### config.mk
export PLATFORM = sky130hd
export DESIGN_NAME = packet_deframer_crc8_check
export DESIGN_NICKNAME = d
export VERILOG_FILES = /design/src/hw/rtl/pdc_pkg.sv /design/src/hw/rtl/pdc_cfg.sv /design/src/hw/rtl/pdc_parse.sv /design/src/hw/rtl/pdc_out_reg.sv /design/src/hw/rtl/packet_deframer_crc8_check.sv
export SDC_FILE = /design/constraint.sdc
export NUM_CORES = 1
export LEC_CHECK = 0
export BUFFER_PORTS_ARGS = -buffer_cell sky130_fd_sc_hd__buf_2
export CORE_ASPECT_RATIO = 0.8
export CORE_UTILIZATION = 54
export CTS_CLUSTER_SIZE = 30
export DETAILED_ROUTE_END_ITERATION = 6
export HOLD_SLACK_MARGIN = 0.06
export PLACE_DENSITY_LB_ADDON = 0.1
export SLEW_MARGIN = 20
export SYNTH_ARGS = -nofsm -noshare
export SYNTH_HDL_FRONTEND = slang
export SYNTH_HIERARCHICAL = 1
export SYNTH_SLANG_ARGS = --single-unit
### constraint.sdc
create_clock -name clk -period 4.2 [get_ports clk]
set_clock_uncertainty 0.15 [all_clocks]
set_input_delay 0.21 -clock clk [delete_from_list [all_inputs] [get_ports clk]]
set_output_delay 0.21 -clock clk [all_outputs]
set_load 0.03 [all_outputs]
### src/hw/rtl/pdc_pkg.sv
package pdc_pkg;

    localparam int HEADER_BYTES = 10;
    localparam int HDR_IDX_W    = $clog2(HEADER_BYTES);
    localparam int NUM_CODES    = 7;

    // CRC-8/BLUETOOTH, reflected form of polynomial 0xa7
    localparam logic [7:0] CRC_POLY_REFL = 8'he5;
    localparam logic [7:0] CRC_INIT      = 8'h00;

    typedef logic [2:0] cfg_idx_t;

    localparam cfg_idx_t CFG_ACKNOWLEDGE = 3'd0;
    localparam cfg_idx_t CFG_COMMAND     = 3'd1;
    localparam cfg_idx_t CFG_DATA        = 3'd2;
    localparam cfg_idx_t CFG_DEBUG       = 3'd3;
    localparam cfg_idx_t CFG_HEARTBEAT   = 3'd4;
    localparam cfg_idx_t CFG_INFO        = 3'd5;
    localparam cfg_idx_t CFG_ERROR       = 3'd6;

    typedef logic [NUM_CODES-1:0][7:0] code_array_t;

    localparam code_array_t CODE_RESET = {8'd6, 8'd5, 8'd4, 8'd3, 8'd2, 8'd1, 8'd0};

    typedef struct packed {
        logic        kind;
        logic [7:0]  payload_byte;
        logic [7:0]  method_byte;
        logic [31:0] node_id;
        logic [15:0] seq_number;
        logic [7:0]  header_crc;
        logic [15:0] payload_length;
        logic [7:0]  computed_crc;
        logic        flag_ok;
        logic        crc_ok;
        logic        terminator_ok;
    } res_t;

    localparam logic KIND_PAYLOAD = 1'b0;
    localparam logic KIND_REPORT  = 1'b1;

    function automatic logic [7:0] crc8_update(input logic [7:0] crc, input logic [7:0] b);
        logic [7:0] c;
        c = crc ^ b;
        for (int i = 0; i < 8; i++)
        begin
            if (c[0])
                c = (c >> 1) ^ CRC_POLY_REFL;
            else
                c = c >> 1;
        end
        return c;
    endfunction

endpackage

### src/hw/rtl/pdc_cfg.sv
module pdc_cfg
    import pdc_pkg::*;
(
    input  logic        clk,
    input  logic        rst_n,
    input  logic        cfg_valid,
    output logic        cfg_ready,
    input  cfg_idx_t    cfg_index,
    input  logic [7:0]  cfg_data,
    output code_array_t codes
);

    code_array_t codes_reg;
    code_array_t codes_next;

    assign cfg_ready = 1'b1;
    assign codes     = codes_reg;

    always_comb
    begin
        codes_next = codes_reg;
        if (cfg_valid)
        begin
            unique case (cfg_index)
                CFG_ACKNOWLEDGE: codes_next[CFG_ACKNOWLEDGE] = cfg_data;
                CFG_COMMAND:     codes_next[CFG_COMMAND]     = cfg_data;
                CFG_DATA:        codes_next[CFG_DATA]        = cfg_data;
                CFG_DEBUG:       codes_next[CFG_DEBUG]       = cfg_data;
                CFG_HEARTBEAT:   codes_next[CFG_HEARTBEAT]   = cfg_data;
                CFG_INFO:        codes_next[CFG_INFO]        = cfg_data;
                CFG_ERROR:       codes_next[CFG_ERROR]       = cfg_data;
                default:         codes_next = codes_reg;
            endcase
        end
    end

    always_ff @(posedge clk or negedge rst_n)
    begin
        if (!rst_n)
            codes_reg <= CODE_RESET;
        else
            codes_reg <= codes_next;
    end

endmodule

### src/hw/rtl/pdc_parse.sv
module pdc_parse
    import pdc_pkg::*;
(
    input  logic        clk,
    input  logic        rst_n,
    input  logic        in_accept,
    input  logic [7:0]  rx_byte,
    input  logic        start_mark,
    input  code_array_t codes,
    output logic        res_valid,
    output res_t        res
);

    typedef enum logic [1:0] {
        PH_IDLE,
        PH_HEADER,
        PH_PAYLOAD,
        PH_TERM
    } phase_t;

    localparam logic [HDR_IDX_W-1:0] IDX_METHOD    = HDR_IDX_W'(0);
    localparam logic [HDR_IDX_W-1:0] IDX_NODE_LAST = HDR_IDX_W'(4);
    localparam logic [HDR_IDX_W-1:0] IDX_SEQ_LAST  = HDR_IDX_W'(6);
    localparam logic [HDR_IDX_W-1:0] IDX_CRC       = HDR_IDX_W'(7);
    localparam logic [HDR_IDX_W-1:0] IDX_LEN_HI    = HDR_IDX_W'(8);

    phase_t      phase_reg,       phase_next,  eff_phase;
    logic [15:0] byte_count_reg,  count_next,  eff_count;
    logic [7:0]  held_method_reg, method_next;
    logic [31:0] held_node_reg,   node_next,   eff_node;
    logic [15:0] held_seq_reg,    seq_next,    eff_seq;
    logic [7:0]  held_hcrc_reg,   hcrc_next,   eff_hcrc;
    logic [15:0] held_len_reg,    len_next,    eff_len;
    logic [7:0]  crc_reg,         crc_next,    eff_crc;
    logic [15:0] count_inc;
    logic [HDR_IDX_W-1:0] hdr_idx;
    logic        method_match;

    always_comb
    begin
        // a start mark drops whatever packet is in progress
        eff_phase = phase_reg;
        eff_count = byte_count_reg;
        eff_node  = held_node_reg;
        eff_seq   = held_seq_reg;
        eff_hcrc  = held_hcrc_reg;
        eff_len   = held_len_reg;
        eff_crc   = crc_reg;
        if (start_mark)
        begin
            eff_phase = PH_HEADER;
            eff_count = '0;
            eff_node  = '0;
            eff_seq   = '0;
            eff_hcrc  = '0;
            eff_len   = '0;
            eff_crc   = CRC_INIT;
        end

        count_inc = eff_count + 16'd1;
        hdr_idx   = eff_count[HDR_IDX_W-1:0];

        method_match = 1'b0;
        for (int i = 0; i < NUM_CODES; i++)
            method_match = method_match | (codes[i] == held_method_reg);

        phase_next  = phase_reg;
        count_next  = byte_count_reg;
        method_next = held_method_reg;
        node_next   = held_node_reg;
        seq_next    = held_seq_reg;
        hcrc_next   = held_hcrc_reg;
        len_next    = held_len_reg;
        crc_next    = crc_reg;
        res_valid   = 1'b0;
        res         = '0;

        if (in_accept)
        begin
            phase_next = eff_phase;
            count_next = eff_count;
            node_next  = eff_node;
            seq_next   = eff_seq;
            hcrc_next  = eff_hcrc;
            len_next   = eff_len;
            crc_next   = eff_crc;

            unique case (eff_phase)
                PH_HEADER:
                begin
                    if (hdr_idx == IDX_METHOD)
                        method_next = rx_byte;
                    else if (hdr_idx <= IDX_NODE_LAST)
                        node_next = {eff_node[23:0], rx_byte};
                    else if (hdr_idx <= IDX_SEQ_LAST)
                        seq_next = {eff_seq[7:0], rx_byte};
                    else if (hdr_idx == IDX_CRC)
                        hcrc_next = rx_byte;
                    else if (hdr_idx == IDX_LEN_HI)
                        len_next = {rx_byte, 8'h00};
                    else
                        len_next = {eff_len[15:8], rx_byte};

                    count_next = count_inc;
                    if (count_inc >= 16'(HEADER_BYTES))
                    begin
                        count_next = '0;
                        phase_next = (len_next == 16'd0) ? PH_TERM : PH_PAYLOAD;
                    end
                end
                PH_PAYLOAD:
                begin
                    crc_next   = crc8_update(eff_crc, rx_byte);
                    count_next = count_inc;
                    if (count_inc >= eff_len)
                    begin
                        count_next = '0;
                        phase_next = PH_TERM;
                    end
                    res_valid        = 1'b1;
                    res.kind         = KIND_PAYLOAD;
                    res.payload_byte = rx_byte;
                end
                PH_TERM:
                begin
                    res_valid          = 1'b1;
                    res.kind           = KIND_REPORT;
                    res.method_byte    = held_method_reg;
                    res.node_id        = eff_node;
                    res.seq_number     = eff_seq;
                    res.header_crc     = eff_hcrc;
                    res.payload_length = eff_len;
                    res.computed_crc   = eff_crc;
                    res.flag_ok        = method_match;
                    res.crc_ok         = (eff_crc == eff_hcrc);
                    res.terminator_ok  = (rx_byte == 8'h00);
                    phase_next         = PH_IDLE;
                    count_next         = '0;
                end
                PH_IDLE:
                begin
                    // drop bytes outside a packet
                    phase_next = PH_IDLE;
                end
                default:
                begin
                    phase_next = PH_IDLE;
                end
            endcase
        end
    end

    always_ff @(posedge clk or negedge rst_n)
    begin
        if (!rst_n)
        begin
            phase_reg       <= PH_IDLE;
            byte_count_reg  <= '0;
            held_method_reg <= '0;
            held_node_reg   <= '0;
            held_seq_reg    <= '0;
            held_hcrc_reg   <= '0;
            held_len_reg    <= '0;
            crc_reg         <= CRC_INIT;
        end
        else
        begin
            phase_reg       <= phase_next;
            byte_count_reg  <= count_next;
            held_method_reg <= method_next;
            held_node_reg   <= node_next;
            held_seq_reg    <= seq_next;
            held_hcrc_reg   <= hcrc_next;
            held_len_reg    <= len_next;
            crc_reg         <= crc_next;
        end
    end

    a_header_count: assert property (@(posedge clk) disable iff (!rst_n)
        phase_reg == PH_HEADER |-> byte_count_reg < 16'(HEADER_BYTES))
        else $error("header byte count out of range");

    a_payload_count: assert property (@(posedge clk) disable iff (!rst_n)
        phase_reg == PH_PAYLOAD |-> byte_count_reg < held_len_reg)
        else $error("payload byte count reached length");

    a_idle_count: assert property (@(posedge clk) disable iff (!rst_n)
        (phase_reg == PH_IDLE || phase_reg == PH_TERM) |-> byte_count_reg == 16'd0)
        else $error("byte count not cleared");

    a_payload_word: assert property (@(posedge clk) disable iff (!rst_n)
        in_accept && !start_mark && phase_reg == PH_PAYLOAD
            |-> res_valid && res.kind == KIND_PAYLOAD && res.payload_byte == rx_byte)
        else $error("payload word not passed on");

endmodule

### src/hw/rtl/pdc_out_reg.sv
module pdc_out_reg
    import pdc_pkg::*;
(
    input  logic clk,
    input  logic rst_n,
    input  logic push,
    input  res_t res,
    output logic can_take,
    output logic out_valid,
    input  logic out_ready,
    output res_t out_res
);

    logic out_valid_reg, out_valid_next;
    res_t out_res_reg,   out_res_next;

    // a new word may enter while the held one leaves in the same cycle
    assign can_take  = !out_valid_reg || out_ready;
    assign out_valid = out_valid_reg;
    assign out_res   = out_res_reg;

    always_comb
    begin
        out_valid_next = out_valid_reg;
        out_res_next   = out_res_reg;
        if (out_valid_reg && out_ready)
            out_valid_next = 1'b0;
        if (push)
        begin
            out_valid_next = 1'b1;
            out_res_next   = res;
        end
    end

    always_ff @(posedge clk or negedge rst_n)
    begin
        if (!rst_n)
            out_valid_reg <= 1'b0;
        else
            out_valid_reg <= out_valid_next;
    end

    always_ff @(posedge clk)
    begin
        out_res_reg <= out_res_next;
    end

    a_no_overwrite: assert property (@(posedge clk) disable iff (!rst_n)
        push |-> can_take)
        else $error("result pushed over a held word");

    a_hold_word: assert property (@(posedge clk) disable iff (!rst_n)
        out_valid_reg && !out_ready |=> out_valid_reg && $stable(out_res_reg))
        else $error("held result word changed");

    a_pushed_word: assert property (@(posedge clk) disable iff (!rst_n)
        push |=> out_valid_reg && out_res_reg == $past(res))
        else $error("pushed word not presented");

endmodule

### src/hw/rtl/packet_deframer_crc8_check.sv
// Packet deframer with CRC-8/BLUETOOTH payload check. Feed one received byte per
// input word; start_mark on a byte restarts parsing with it as the method byte of a
// 10-byte big-endian header (method, node id, sequence, CRC, payload length). Each
// payload byte comes out as a kind 0 word, and the terminator byte after the payload
// yields one kind 1 report with the header fields, the computed CRC and the method,
// CRC and terminator verdicts. The block takes one byte every cycle: parsing and the
// byte-wide CRC update are combinational from the parser state, and results sit in
// a single output register, so in_ready drops only while that register holds a word
// that out_ready has not taken. A result appears in the cycle after its byte.
// The method-code registers are written over cfg_* (index 0..6, cfg_ready is always
// high, other indexes are ignored) and should change only while no packet is open.
module packet_deframer_crc8_check
    import pdc_pkg::*;
(
    input  logic        clk,
    input  logic        rst_n,

    input  logic        in_valid,
    output logic        in_ready,
    input  logic [7:0]  rx_byte,
    input  logic        start_mark,

    output logic        out_valid,
    input  logic        out_ready,
    output logic        kind,
    output logic [7:0]  payload_byte,
    output logic [7:0]  method_byte,
    output logic [31:0] node_id,
    output logic [15:0] seq_number,
    output logic [7:0]  header_crc,
    output logic [15:0] payload_length,
    output logic [7:0]  computed_crc,
    output logic        flag_ok,
    output logic        crc_ok,
    output logic        terminator_ok,

    input  logic        cfg_valid,
    output logic        cfg_ready,
    input  logic [2:0]  cfg_index,
    input  logic [7:0]  cfg_data
);

    code_array_t codes;
    logic        in_accept;
    logic        res_valid;
    res_t        res;
    res_t        out_res;

    assign in_accept = in_valid && in_ready;

    pdc_cfg u_cfg (
        .clk       (clk),
        .rst_n     (rst_n),
        .cfg_valid (cfg_valid),
        .cfg_ready (cfg_ready),
        .cfg_index (cfg_index),
        .cfg_data  (cfg_data),
        .codes     (codes)
    );

    pdc_parse u_parse (
        .clk        (clk),
        .rst_n      (rst_n),
        .in_accept  (in_accept),
        .rx_byte    (rx_byte),
        .start_mark (start_mark),
        .codes      (codes),
        .res_valid  (res_valid),
        .res        (res)
    );

    pdc_out_reg u_out (
        .clk       (clk),
        .rst_n     (rst_n),
        .push      (res_valid),
        .res       (res),
        .can_take  (in_ready),
        .out_valid (out_valid),
        .out_ready (out_ready),
        .out_res   (out_res)
    );

    assign kind           = out_res.kind;
    assign payload_byte   = out_res.payload_byte;
    assign method_byte    = out_res.method_byte;
    assign node_id        = out_res.node_id;
    assign seq_number     = out_res.seq_number;
    assign header_crc     = out_res.header_crc;
    assign payload_length = out_res.payload_length;
    assign computed_crc   = out_res.computed_crc;
    assign flag_ok        = out_res.flag_ok;
    assign crc_ok         = out_res.crc_ok;
    assign terminator_ok  = out_res.terminator_ok;

    a_result_needs_input: assert property (@(posedge clk) disable iff (!rst_n)
        res_valid |-> in_accept)
        else $error("result without an accepted byte");

    a_report_zero_payload: assert property (@(posedge clk) disable iff (!rst_n)
        out_valid && kind == KIND_REPORT |-> payload_byte == 8'h00)
        else $error("report carries a payload byte");

    a_payload_zero_header: assert property (@(posedge clk) disable iff (!rst_n)
        out_valid && kind == KIND_PAYLOAD |-> node_id == 32'd0 && !flag_ok && !crc_ok)
        else $error("payload word carries report fields");

endmodule
==> impl_metrics.py, run 1 <==
metrics = {
    "run_status": {
        "status": "complete, no violations",
    },
    "setup_path": {
        "worstSetupEndpointType": "register",
        "ff2ff_setup_slack_ps": 440,
        "criticalPathCategory": "reg2reg",
        "r2r-end": "u_parse/byte_count_reg[2]$_DFFE_PN0P_",
        "path_max_fanout": 16,
        "r2r_start": "u_parse/byte_count_reg[2]$_DFFE_PN0P_",
        "crit_required_ps": 4490,
        "ff2ff_path_depth": 12,
        "critPathArrivalTime_ps": 4040,
        "critPathLaunchType": "register",
    },
    "sta": {
        "rsz0062_at_grt": "no",
        "hold_viol_final": 0,
        "fin_setup_tns_ps": 0,
        "setup_viol": 0,
        "hold-worst-slack_ps": 79.32,
        "max_freq_mhz": 266.1,
        "period_share_pct": 89.47,
        "setup_slack_ps": 442.5,
        "drv_slew": 0,
        "relSlewSlack_pct": 29.07,
        "layout_min_cycle_time_ps": 3758,
        "worst_pin_slew_ps": 1053,
    },
    "global_route": {
        "grt_remaining_overflow": 0,
        "antenna_found_initial": 0,
        "grt_usage_pct": 24.47,
        "grt_pass1_wl_um": 45340,
        "grt_max_degree": 161,
        "grt_pass1_vias": 7968,
    },
    "cells_and_area": {
        "fin_util_pct": 63.97,
        "largest_register_ff_count": 100,
        "nNetsFinal": 1187,
        "num_antenna_cells": 0,
        "drive_above_1_share_pct": 24.33,
        "area_delta_synth_final_pct": 15.67,
    },
    "logic_synthesis": {
        "seq_area_frac_synth_pct": 56.70,
        "synth_cell_types": 65,
        "ys_ff_latch": 263,
        "synth.avg_cell_area_um2": 12.18,
        "ys.flop_type": "dfrtp_1",
        "synth.net_count": 1071,
        "async_reset_ff_share_pct": 61.98,
        "syn_inst": 1027,
        "ys.warnings.count": 6,
        "syn-cell-area_um2": 12510,
        "synth_edf_count": 100,
    },
    "flow_run": {
        "drv_cap": 0,
    },
    "die": {
        "design.core.area_um2": 22620,
        "die_w_um": 172.2,
        "initial_core_util_pct": 55.30,
        "num_io_pins": 128,
        "die_h_um": 138.1,
        "num_rows": 49,
        "die-area_um2": 23780,
    },
    "clocking": {
        "cts_buffers": 26,
        "cts_tree": "done",
        "clkLatencyLatePin_ps": 520,
        "clockBufferDepth": 3,
        "cts_resized": 0,
        "htree_num_levels": 1,
        "clkTransAtPathRegs_ps": 60,
        "cts_sinks": 263,
        "root_buffer": "clkbuf_16",
    },
    "drt": {
        "route.detailed.wl_per_inst_um": 19.61,
        "vias": 8534,
        "dr_wl_met3_um": 1579,
        "wl_met2_um": 12540,
        "drt_iter0_markers": 617,
        "routed.top_layer": "met4",
        "wl_met1_um": 14200,
        "drc": 0,
        "vias_per_cell": 5.809,
        "drt_wl_total_um": 28810,
        "firstDrtPassIters": 5,
        "ant_nets": 0,
    },
    "hold_path": {
        "hold_depth": 3,
        "hold_class": "in2reg",
        "worstHoldStart": "cfg_valid",
        "hold_path_end": "u_cfg/codes[1]$_DFFE_PN0P_",
    },
    "pwr": {
        "p_per_area_nw_per_um2": 564.4,
        "ir_worst_vdd_mv": 0.3846,
        "static-leakage-power_nw": 6.147,
    },
    "placement": {
        "place.gp.congestion": 0.8824,
        "dp_hpwl_um": 17990,
        "port_buffers": 126,
        "place_ws_ps": 506.2,
    },
}
-- through the flow --
step                      instance area, µm²  std cells  total power, W
after global placement                 13380       1399        0.005813
after CTS                              14470       1469        0.008226
after detailed placement               13380       1399        0.005856
after floorplan                        12510       1027        0.005233
final                                  14470       1469        0.008167
after global routing                   14470       1469        0.008585
-- how the worst max path moves through the flow --
stage,from,endpoint,slack (ps),depth (start not counted)
after floorplan,start_mark,u_parse/byte_count_reg[10]$_DFFE_PN0P_,260,18
after global placement,u_parse/byte_count_reg[2]$_DFFE_PN0P_,u_parse/byte_count_reg[1]$_DFFE_PN0P_,660,12
after detailed placement,u_parse/byte_count_reg[2]$_DFFE_PN0P_,u_parse/byte_count_reg[2]$_DFFE_PN0P_,510,12
after CTS,start_mark,u_parse/byte_count_reg[9]$_DFFE_PN0P_,480,16
after global routing,u_parse/byte_count_reg[0]$_DFFE_PN0P_,u_parse/byte_count_reg[2]$_DFFE_PN0P_,110,12
final,u_parse/byte_count_reg[2]$_DFFE_PN0P_,u_parse/byte_count_reg[2]$_DFFE_PN0P_,440,12
-- kinds of logic after synthesis --
logic type	share of synthesized area, %
multiplexers	5.921
adder cells (fa/ha/maj)	1.900
flip-flops	56.70
buffers and inverters	3.140
XOR/XNOR	7.911
other	0.02997
AND/OR/NAND/NOR	12.63
AO/OA/AOI/OAI	11.77
-- worst max-delay path, stage by stage, from the launching register on --
cell and delay (ps):
dfrtp_1 560, nand3_1 260, or3_4 480, or3_1 360, a21oi_1 250, ha_1 290
a21o_1 180, a21oi_1 150, nor2b_1 80, nor4_1 220, o21ai_0 170, o311a_4 270
nor3_1 220
-- power breakdown --
group	switching (W)	total, W	internal (W)
clock	0.000936	0.00232	0.00139
combinational	0.00120	0.00212	0.000924
sequential	0.000578	0.00372	0.00315
total	0.00271	0.00817	0.00546
-- cell usage in the layout, fill, tap and decap left out, types with 6 or more instances in the layout --
cell           netlist  final
mux2_2              64     64
buf_2               10    125
nor2b_1              9      9
xnor2_1             66     66
and3_1              86     86
a21oi_1             20     20
edfxtp_1           100    100
nand4_1             12     12
dfstp_2              9      9
o21ai_0             15     15
inv_1               14     14
a22o_1              47     47
nor2_1              49     47
ha_1                19     19
clkbuf_1            60     10
a21oi_2              9      9
dlygate4sd3_1        0     22
o2bb2ai_1           32     32
nor4_1              16     16
dfrtp_1            154    153
xor2_1              47     47
nor3_1              16     16
a22oi_1             34     34
buf_4                1     17
clkbuf_8             0      6
nand2_1             54     54
clkbuf_16            0     28
and2_1               9      9
-- cells in the mapped netlist, drive strengths merged (4+ instances only) --
cell       n  area, µm²
a21o       5      37.54
a21oi     29      178.9
a22o      47      411.6
a22oi     34      255.2
and2       9      56.30
and3      86      538.0
buf       18      110.1
clkbuf    61      230.2
dfrtp    154       3854
dfstp      9      236.5
edfxtp   100       3003
ha        19      237.7
inv       14      52.55
mux2      64      720.7
nand2     54      202.7
nand2b     7      61.31
nand3      5      25.02
nand4     12      75.07
nand4b     4      35.03
nor2      51      206.5
nor2b      9      56.30
nor3      16      80.08
nor4      16      100.1
o21ai     17      85.08
o2bb2ai   32      280.3
or3        6      42.54
or4        4      33.78
xnor2     66      578.1
xor2      47      411.6
-- layout make-up --
cell class                      instances  area (µm²)
Fill cell                            1825        8152
Sequential cell                       263        7094
Multi-Input combinational cell        671        5049
Timing Repair Buffer                  167        1025
Clock buffer                           44       820.8
Tap cell                              306       382.9
Inverter                               14       52.55
Clock inverter                          4       47.55
-- repair_timing --
action                                 in CTS  in global routing
endpoints found under the hold margin     192                  0
hold buffers                               22                  0
buffers inserted                            0                  0
-- routing by layer --
| metal | GRT usage, % | vias up |
|---|---|---|
| li1 | - | 4005 |
| met1 | 39.16 | 4214 |
| met2 | 35.17 | 277 |
| met3 | 3.693 | 38 |
| met4 | 4.937 | 0 |
| met5 | 0 | - |
No activity file was read; power rests on OpenSTA's default activity.
==> inputs of run 2 (changes only) <==
--- a/config.mk
+++ b/config.mk
@@ -6,8 +6,10 @@
 export NUM_CORES = 1
 export LEC_CHECK = 0
 export BUFFER_PORTS_ARGS = -buffer_cell sky130_fd_sc_hd__buf_2
+export CELL_PAD_IN_SITES_DETAIL_PLACEMENT = 1
+export CELL_PAD_IN_SITES_GLOBAL_PLACEMENT = 1
 export CORE_ASPECT_RATIO = 0.8
-export CORE_UTILIZATION = 54
+export CORE_UTILIZATION = 43
 export CTS_CLUSTER_SIZE = 30
 export DETAILED_ROUTE_END_ITERATION = 6
 export HOLD_SLACK_MARGIN = 0.06
==> impl_metrics.py, run 2 (synthesized netlist as in run 1, its figures left out) <==
metrics = {
    "sta": {
        "fin_setup_tns_ps": 0,
        "rsz0062_at_grt": "no",
        "drv_slew": 0,
        "layout_min_cycle_time_ps": 3835,
        "hold_viol_final": 0,
        "worst_pin_slew_ps": 1040,
        "relSlewSlack_pct": 29.95,
        "period_share_pct": 91.31,
        "setup_viol": 0,
        "max_freq_mhz": 260.7,
    },
    "drt": {
        "vias_per_cell": 5.629,
        "vias": 8668,
        "firstDrtPassIters": 7,
        "drc": 44,
        "ant_nets": 0,
        "drt_wl_total_um": 32530,
        "route.detailed.wl_per_inst_um": 21.13,
        "drt_iter0_markers": 668,
    },
    "clocking": {
        "clkLatencyLatePin_ps": 560,
        "cts_resized": 0,
        "root_buffer": "clkbuf_16",
        "clockBufferDepth": 3,
        "htree_num_levels": 1,
        "cts_tree": "done",
        "clkTransAtPathRegs_ps": 60,
        "cts_buffers": 28,
        "cts_sinks": 263,
    },
    "setup_path": {
        "path_max_fanout": 16,
        "ff2ff_path_depth": 13,
        "r2r-end": "u_parse/byte_count_reg[0]$_DFFE_PN0P_",
        "ff2ff_setup_slack_ps": 380,
        "max_stage_delay_ps": 530,
        "worstSetupEndpointType": "register",
        "slowest_stage": "dlygate4sd3_1",
        "cp_cell_sequence": "dlygate4sd3_1, buf_2, nand2b_4, inv_1, ha_1, nand4b_1, nor3_1, xnor2_1, nor2_1, ha_1, nand4_1, a211oi_1, a2111oi_0, o21ai_0, o311a_4, a211oi_2",
        "crit_top_cell": "ha_1",
        "r2r_start": "u_parse/byte_count_reg[0]$_DFFE_PN0P_",
        "crit_required_ps": 4510,
        "criticalPathCategory": "in2reg",
        "critPathLaunchType": "input pin",
        "critPathArrivalTime_ps": 4150,
    },
    "global_route": {
        "grt_pass1_wl_um": 50600,
        "gr-usage-met3_pct": 2.678,
        "grt_usage_pct": 21.85,
        "met2_usage_pct": 31.98,
        "grt_max_degree": 183,
        "use_met1_pct": 34.43,
        "antenna_found_initial": 1,
        "grt_remaining_overflow": 0,
        "grt_pass1_vias": 8579,
        "busiest_layer": "met1",
    },
    "die": {
        "num_io_pins": 128,
        "die_w_um": 192.7,
        "initial_core_util_pct": 44.02,
        "design.core.area_um2": 28420,
        "die-area_um2": 29790,
        "num_rows": 55,
        "die_h_um": 154.6,
    },
    "placement": {
        "port_buffers": 126,
        "dp.cells": 1462,
        "place.gp.congestion": 0.8405,
        "dp_hpwl_um": 20900,
    },
    "pwr": {
        "finalPower_w": 0.008482,
        "p_per_area_nw_per_um2": 577.1,
        "static-leakage-power_nw": 6.218,
        "ir_worst_vdd_mv": 0.3604,
    },
    "cells_and_area": {
        "nNetsFinal": 1191,
        "fill_cells": 2936,
        "layout_commonest_cell": "dfrtp_1",
        "drive_above_1_share_pct": 25.15,
        "final_cell_mix": "dfrtp_1 (153), buf_2 (125), edfxtp_1 (100)",
        "largest_register_ff_count": 100,
        "area_delta_synth_final_pct": 17.47,
        "final_cell_count_no_fill": 1540,
    },
    "hold_path": {
        "hold_class": "in2async",
    },
    "flow_run": {
        "drv_cap": 0,
    },
    "run_status": {
        "status": "finished, violations left",
        "failed_checks": "DRC",
    },
}
## run 2: power by group
| group | switching (W) | internal [W] | total, W | leakage, nW |
|---|---|---|---|---|
| sequential | 0.000577 | 0.00315 | 0.00372 | 3.03 |
| clock | 0.00104 | 0.00155 | 0.00258 | 0.489 |
| combinational | 0.00125 | 0.000927 | 0.00218 | 2.70 |
| total | 0.00286 | 0.00562 | 0.00848 | 6.22 |
## run 2: metal layers
metal | wire (µm) | share of wire [%]
met1 | 16190 | 50
met2 | 14230 | 44
met3 | 1526 | 4.7
met4 | 590 | 1.8
met5 | 0 | 0
## run 2: stage by stage
| stage | area (µm²) | worst slack (ps) | util [%] | hold WS (ps) |
|---|---|---|---|---|
| after CTS | 14690 | 387.3 | 51.68 | 111.0 |
| after detailed placement | 13440 | 363.6 | 47.30 | 137.1 |
| after global placement | 13440 | 506.9 | 47.30 | 136.7 |
| after floorplan | 12510 | 261.1 | - | -235.6 |
| final | 14700 | 364.8 | 51.71 | 111.0 |
| after global routing | 14690 | 8.463 | 51.70 | 144.1 |
## run 2: what timing repair did
action / 4_1_cts / 5_1_grt
hold buffers: 25 / 0
endpoints found under the hold margin: 179 / 0
buffers inserted: 0 / 0
## run 2: cell type report
class                   count  area [µm²]  area share (%)
diodes                      1       2.502         0.01703
repair buffers            169        1035           7.041
clock buffers              40       857.1           5.832
flip-flops and latches    263        7094           48.27
multi-input cells         671        5054           34.39
clock inverters            12       138.9          0.9450
well taps                 370       462.9           3.150
inverters                  14       52.55          0.3576
## run 2: worst max-delay path by stage
stage / cells past startpoint / start / slack (ps) / endpoint
global placement: 12 / u_parse/byte_count_reg[2]$_DFFE_PN0P_ / 510 / u_parse/byte_count_reg[0]$_DFFE_PN0P_
CTS: 13 / u_parse/byte_count_reg[0]$_DFFE_PN0P_ / 390 / u_parse/byte_count_reg[0]$_DFFE_PN0P_
floorplan: 18 / start_mark / 260 / u_parse/byte_count_reg[10]$_DFFE_PN0P_
detailed placement: 15 / start_mark / 360 / u_parse/byte_count_reg[0]$_DFFE_PN0P_
global route: 16 / start_mark / 8 / u_parse/byte_count_reg[0]$_DFFE_PN0P_
finish: 16 / start_mark / 360 / u_parse/byte_count_reg[0]$_DFFE_PN0P_
## run 2: worst max-delay path, delay by kind of cell
family          cells  cell delay [ps]
compound gates      5             1250
buf+inv             3              830
xor+xnor            1              110
fa+ha+maj           2              620
simple gates        5             1110
==> inputs of run 3 (changes only) <==
--- a/config.mk
+++ b/config.mk
@@ -5,11 +5,12 @@
 export SDC_FILE = /design/constraint.sdc
 export NUM_CORES = 1
 export LEC_CHECK = 0
+export ABC_AREA = 1
 export BUFFER_PORTS_ARGS = -buffer_cell sky130_fd_sc_hd__buf_2
 export CELL_PAD_IN_SITES_DETAIL_PLACEMENT = 1
 export CELL_PAD_IN_SITES_GLOBAL_PLACEMENT = 1
 export CORE_ASPECT_RATIO = 0.8
-export CORE_UTILIZATION = 43
+export CORE_UTILIZATION = 41
 export CTS_CLUSTER_SIZE = 30
 export DETAILED_ROUTE_END_ITERATION = 6
 export HOLD_SLACK_MARGIN = 0.06
==> impl_metrics.py, run 3 <==
metrics = {
    "setup_path": {
        "slowest_stage": "dfrtp_1",
        "r2r_start": "u_parse/byte_count_reg[0]$_DFFE_PN0P_",
        "cp_cell_sequence": "inv_1, nor2_4, ha_1, nand4_2, nor2_1, nand3_1, or2_1, nand2_2, inv_2, ha_1, nand2_1, inv_1, nand3_1, inv_1, a21oi_1, nand4_1, nand2_2, nand2_1, nand2_1",
        "max_stage_delay_ps": 390,
        "path_max_fanout": 14,
        "path_buf_inv": 4,
        "worstSetupStartpoint": "u_parse/byte_count_reg[0]$_DFFE_PN0P_",
        "critPathArrivalTime_ps": 3880,
        "ff2ff_setup_slack_ps": 680,
        "cp_top_family": "simple AND/OR/NAND/NOR gates",
        "crit_required_ps": 4570,
        "worstSetupEndpointType": "register",
        "critPathLaunchType": "register",
        "criticalPathCategory": "reg2reg",
        "ff2ff_path_depth": 19,
        "cp.depth": 19,
    },
    "logic_synthesis": {
        "synth_area_leaders": "dfrtp_1 (28%), edfxtp_1 (22%), nand2_1 (12%)",
        "synth.avg_cell_area_um2": 8.302,
        "synth_largest_area_cell": "dfrtp_1",
        "yosysMostFrequentCell": "nand2_1",
        "ys.flop_type": "dfrtp_1",
        "synth_compound_area_share_pct": 9.511,
        "synth_top_area_share_pct": 28.49,
        "syn-cell-area_um2": 13520,
        "ys.warnings.count": 6,
        "synth_top_cells_by_count": "nand2_1 (447), nor2_1 (184), dfrtp_1 (154)",
        "syn_inst": 1629,
        "synth-simple-area-share_pct": 26.00,
        "synth_edf_count": 100,
        "ys_ff_latch": 263,
        "synthXorXnorAreaFrac_pct": 3.229,
        "synth_top_family_by_area": "simple AND/OR/NAND/NOR gates",
        "synth_fa_ha_area_share_pct": 1.758,
        "async_reset_ff_share_pct": 61.98,
        "synth.net_count": 1673,
        "muxShareOfSynthArea_pct": 0,
        "seq_area_frac_synth_pct": 52.45,
        "synth_cell_types": 49,
    },
    "clocking": {
        "cts_tree": "done",
        "htree_num_levels": 1,
        "cts_buffers": 30,
        "postCtsSetupBuffers": 0,
        "clkTransAtPathRegs_ps": 70,
        "root_buffer": "clkbuf_16",
        "cts_resized": 0,
        "clkLatencyLatePin_ps": 580,
        "cts_sinks": 263,
        "ctsHoldBuffers": 33,
        "clockBufferDepth": 3,
    },
    "cells_and_area": {
        "largest_register_ff_count": 100,
        "area_delta_synth_final_pct": 17.47,
        "final_cell_mix": "nand2_1 (445), nor2_1 (183), dfrtp_1 (154)",
        "fin_util_pct": 48.91,
        "nNetsFinal": 1809,
        "layout_commonest_cell": "nand2_1",
        "drive_above_1_share_pct": 15.37,
        "postLayoutCellArea_um2": 15890,
    },
    "drt": {
        "vias": 11690,
        "vias_per_cell": 5.271,
        "drc": 0,
        "ant_nets": 0,
        "drt_wl_total_um": 41650,
        "drt_iter0_markers": 662,
        "route.detailed.wl_per_inst_um": 18.79,
        "firstDrtPassIters": 5,
    },
    "die": {
        "design.core.area_um2": 32480,
        "die_w_um": 205.1,
        "initial_core_util_pct": 41.64,
        "num_io_pins": 128,
        "num_rows": 59,
        "die_h_um": 164.4,
        "die-area_um2": 33720,
    },
    "sta": {
        "drv_slew": 0,
        "hold_viol_final": 0,
        "worst_pin_slew_ps": 900.2,
        "fin_setup_tns_ps": 0,
        "setup_slack_ps": 682.3,
        "rsz0062_at_grt": "no",
        "setup_viol": 0,
        "relSlewSlack_pct": 39.99,
        "period_share_pct": 83.76,
        "max_freq_mhz": 284.3,
        "layout_min_cycle_time_ps": 3518,
    },
    "global_route": {
        "antenna_found_initial": 1,
        "grt_max_degree": 77,
        "grt_pass1_vias": 11690,
        "grt_remaining_overflow": 0,
        "grt_usage_pct": 25.15,
        "grt_pass1_wl_um": 65860,
    },
    "run_status": {
        "status": "complete, no violations",
    },
    "pwr": {
        "static-leakage-power_nw": 7.280,
        "ir_worst_vdd_mv": 0.2848,
        "p_per_area_nw_per_um2": 445.3,
    },
    "placement": {
        "dp_hpwl_um": 28050,
        "place.gp.congestion": 0.8644,
        "placed_area_um2": 14510,
        "place_ws_ps": 529.8,
        "port_buffers": 126,
    },
    "flow_run": {
        "drv_cap": 0,
    },
    "hold_path": {
        "hold_class": "in2async",
    },
}
[run 3: cell families (layout without fill, tap and decap cells)]
| logic type | count (synthesis) | in the layout |
|---|---|---|
| AOI/OAI and AO/OA | 241 | 241 |
| buffers and inverters | 236 | 396 |
| and+or+nand+nor | 820 | 820 |
| DFF | 263 | 263 |
| other | 1 | 2 |
| xor gates and xnor gates | 49 | 49 |
| adders and majority gates | 19 | 19 |
[run 3: area by class of cell]
class	count	area [µm²]
Antenna cell	1	2.502
Clock buffer	44	874.6
Clock inverter	12	170.2
Fill cell	3921	16590
Inverter	165	626.9
Multi-Input combinational cell	1130	5498
Sequential cell	263	7093
Tap cell	427	534.3
Timing Repair Buffer	175	1087
[run 3: metrics by stage]
step                hold WS, ps  power (W)  instances
CTS                       109.9   0.007163       2216
floorplan                -235.6   0.003956       1629
finish                    105.1   0.007075       2217
global placement          160.0   0.004281       2127
global route              166.7   0.007430       2216
detailed placement        153.7   0.004340       2127
[run 3: report_power, final]
part           switching, W  total (W)  leakage (nW)  internal (W)
logic              0.000736    0.00117          3.79      0.000432
clock network       0.00111    0.00275         0.504       0.00164
registers          0.000263    0.00316          2.98       0.00289
total               0.00211    0.00707          7.28       0.00496
[run 3: layer usage]
layer	GRT usage, %	share of wire [%]	vias to the layer above
met5	0	0	-
met4	6.566	2.5	0
met3	3.118	4.1	64
met2	39.51	45	241
met1	36.68	48	5814
li1	-	-	5567
[run 3: worst paths after layout]
| path | to |
|---|---|
| setup / recovery | u_parse/byte_count_reg[2]$_DFFE_PN0P_ |
| max in group asynchronous | u_cfg/codes[42]$_DFFE_PN1P_ |
| setup reg to reg | u_parse/byte_count_reg[2]$_DFFE_PN0P_ |
| min in group clk | u_parse/byte_count_reg[0]$_DFFE_PN0P_ |
| hold / removal | u_parse/held_len_reg[11]$_DFFE_PN0P_ |
| hold reg to reg | u_cfg/codes[34]$_DFFE_PN1P_ |
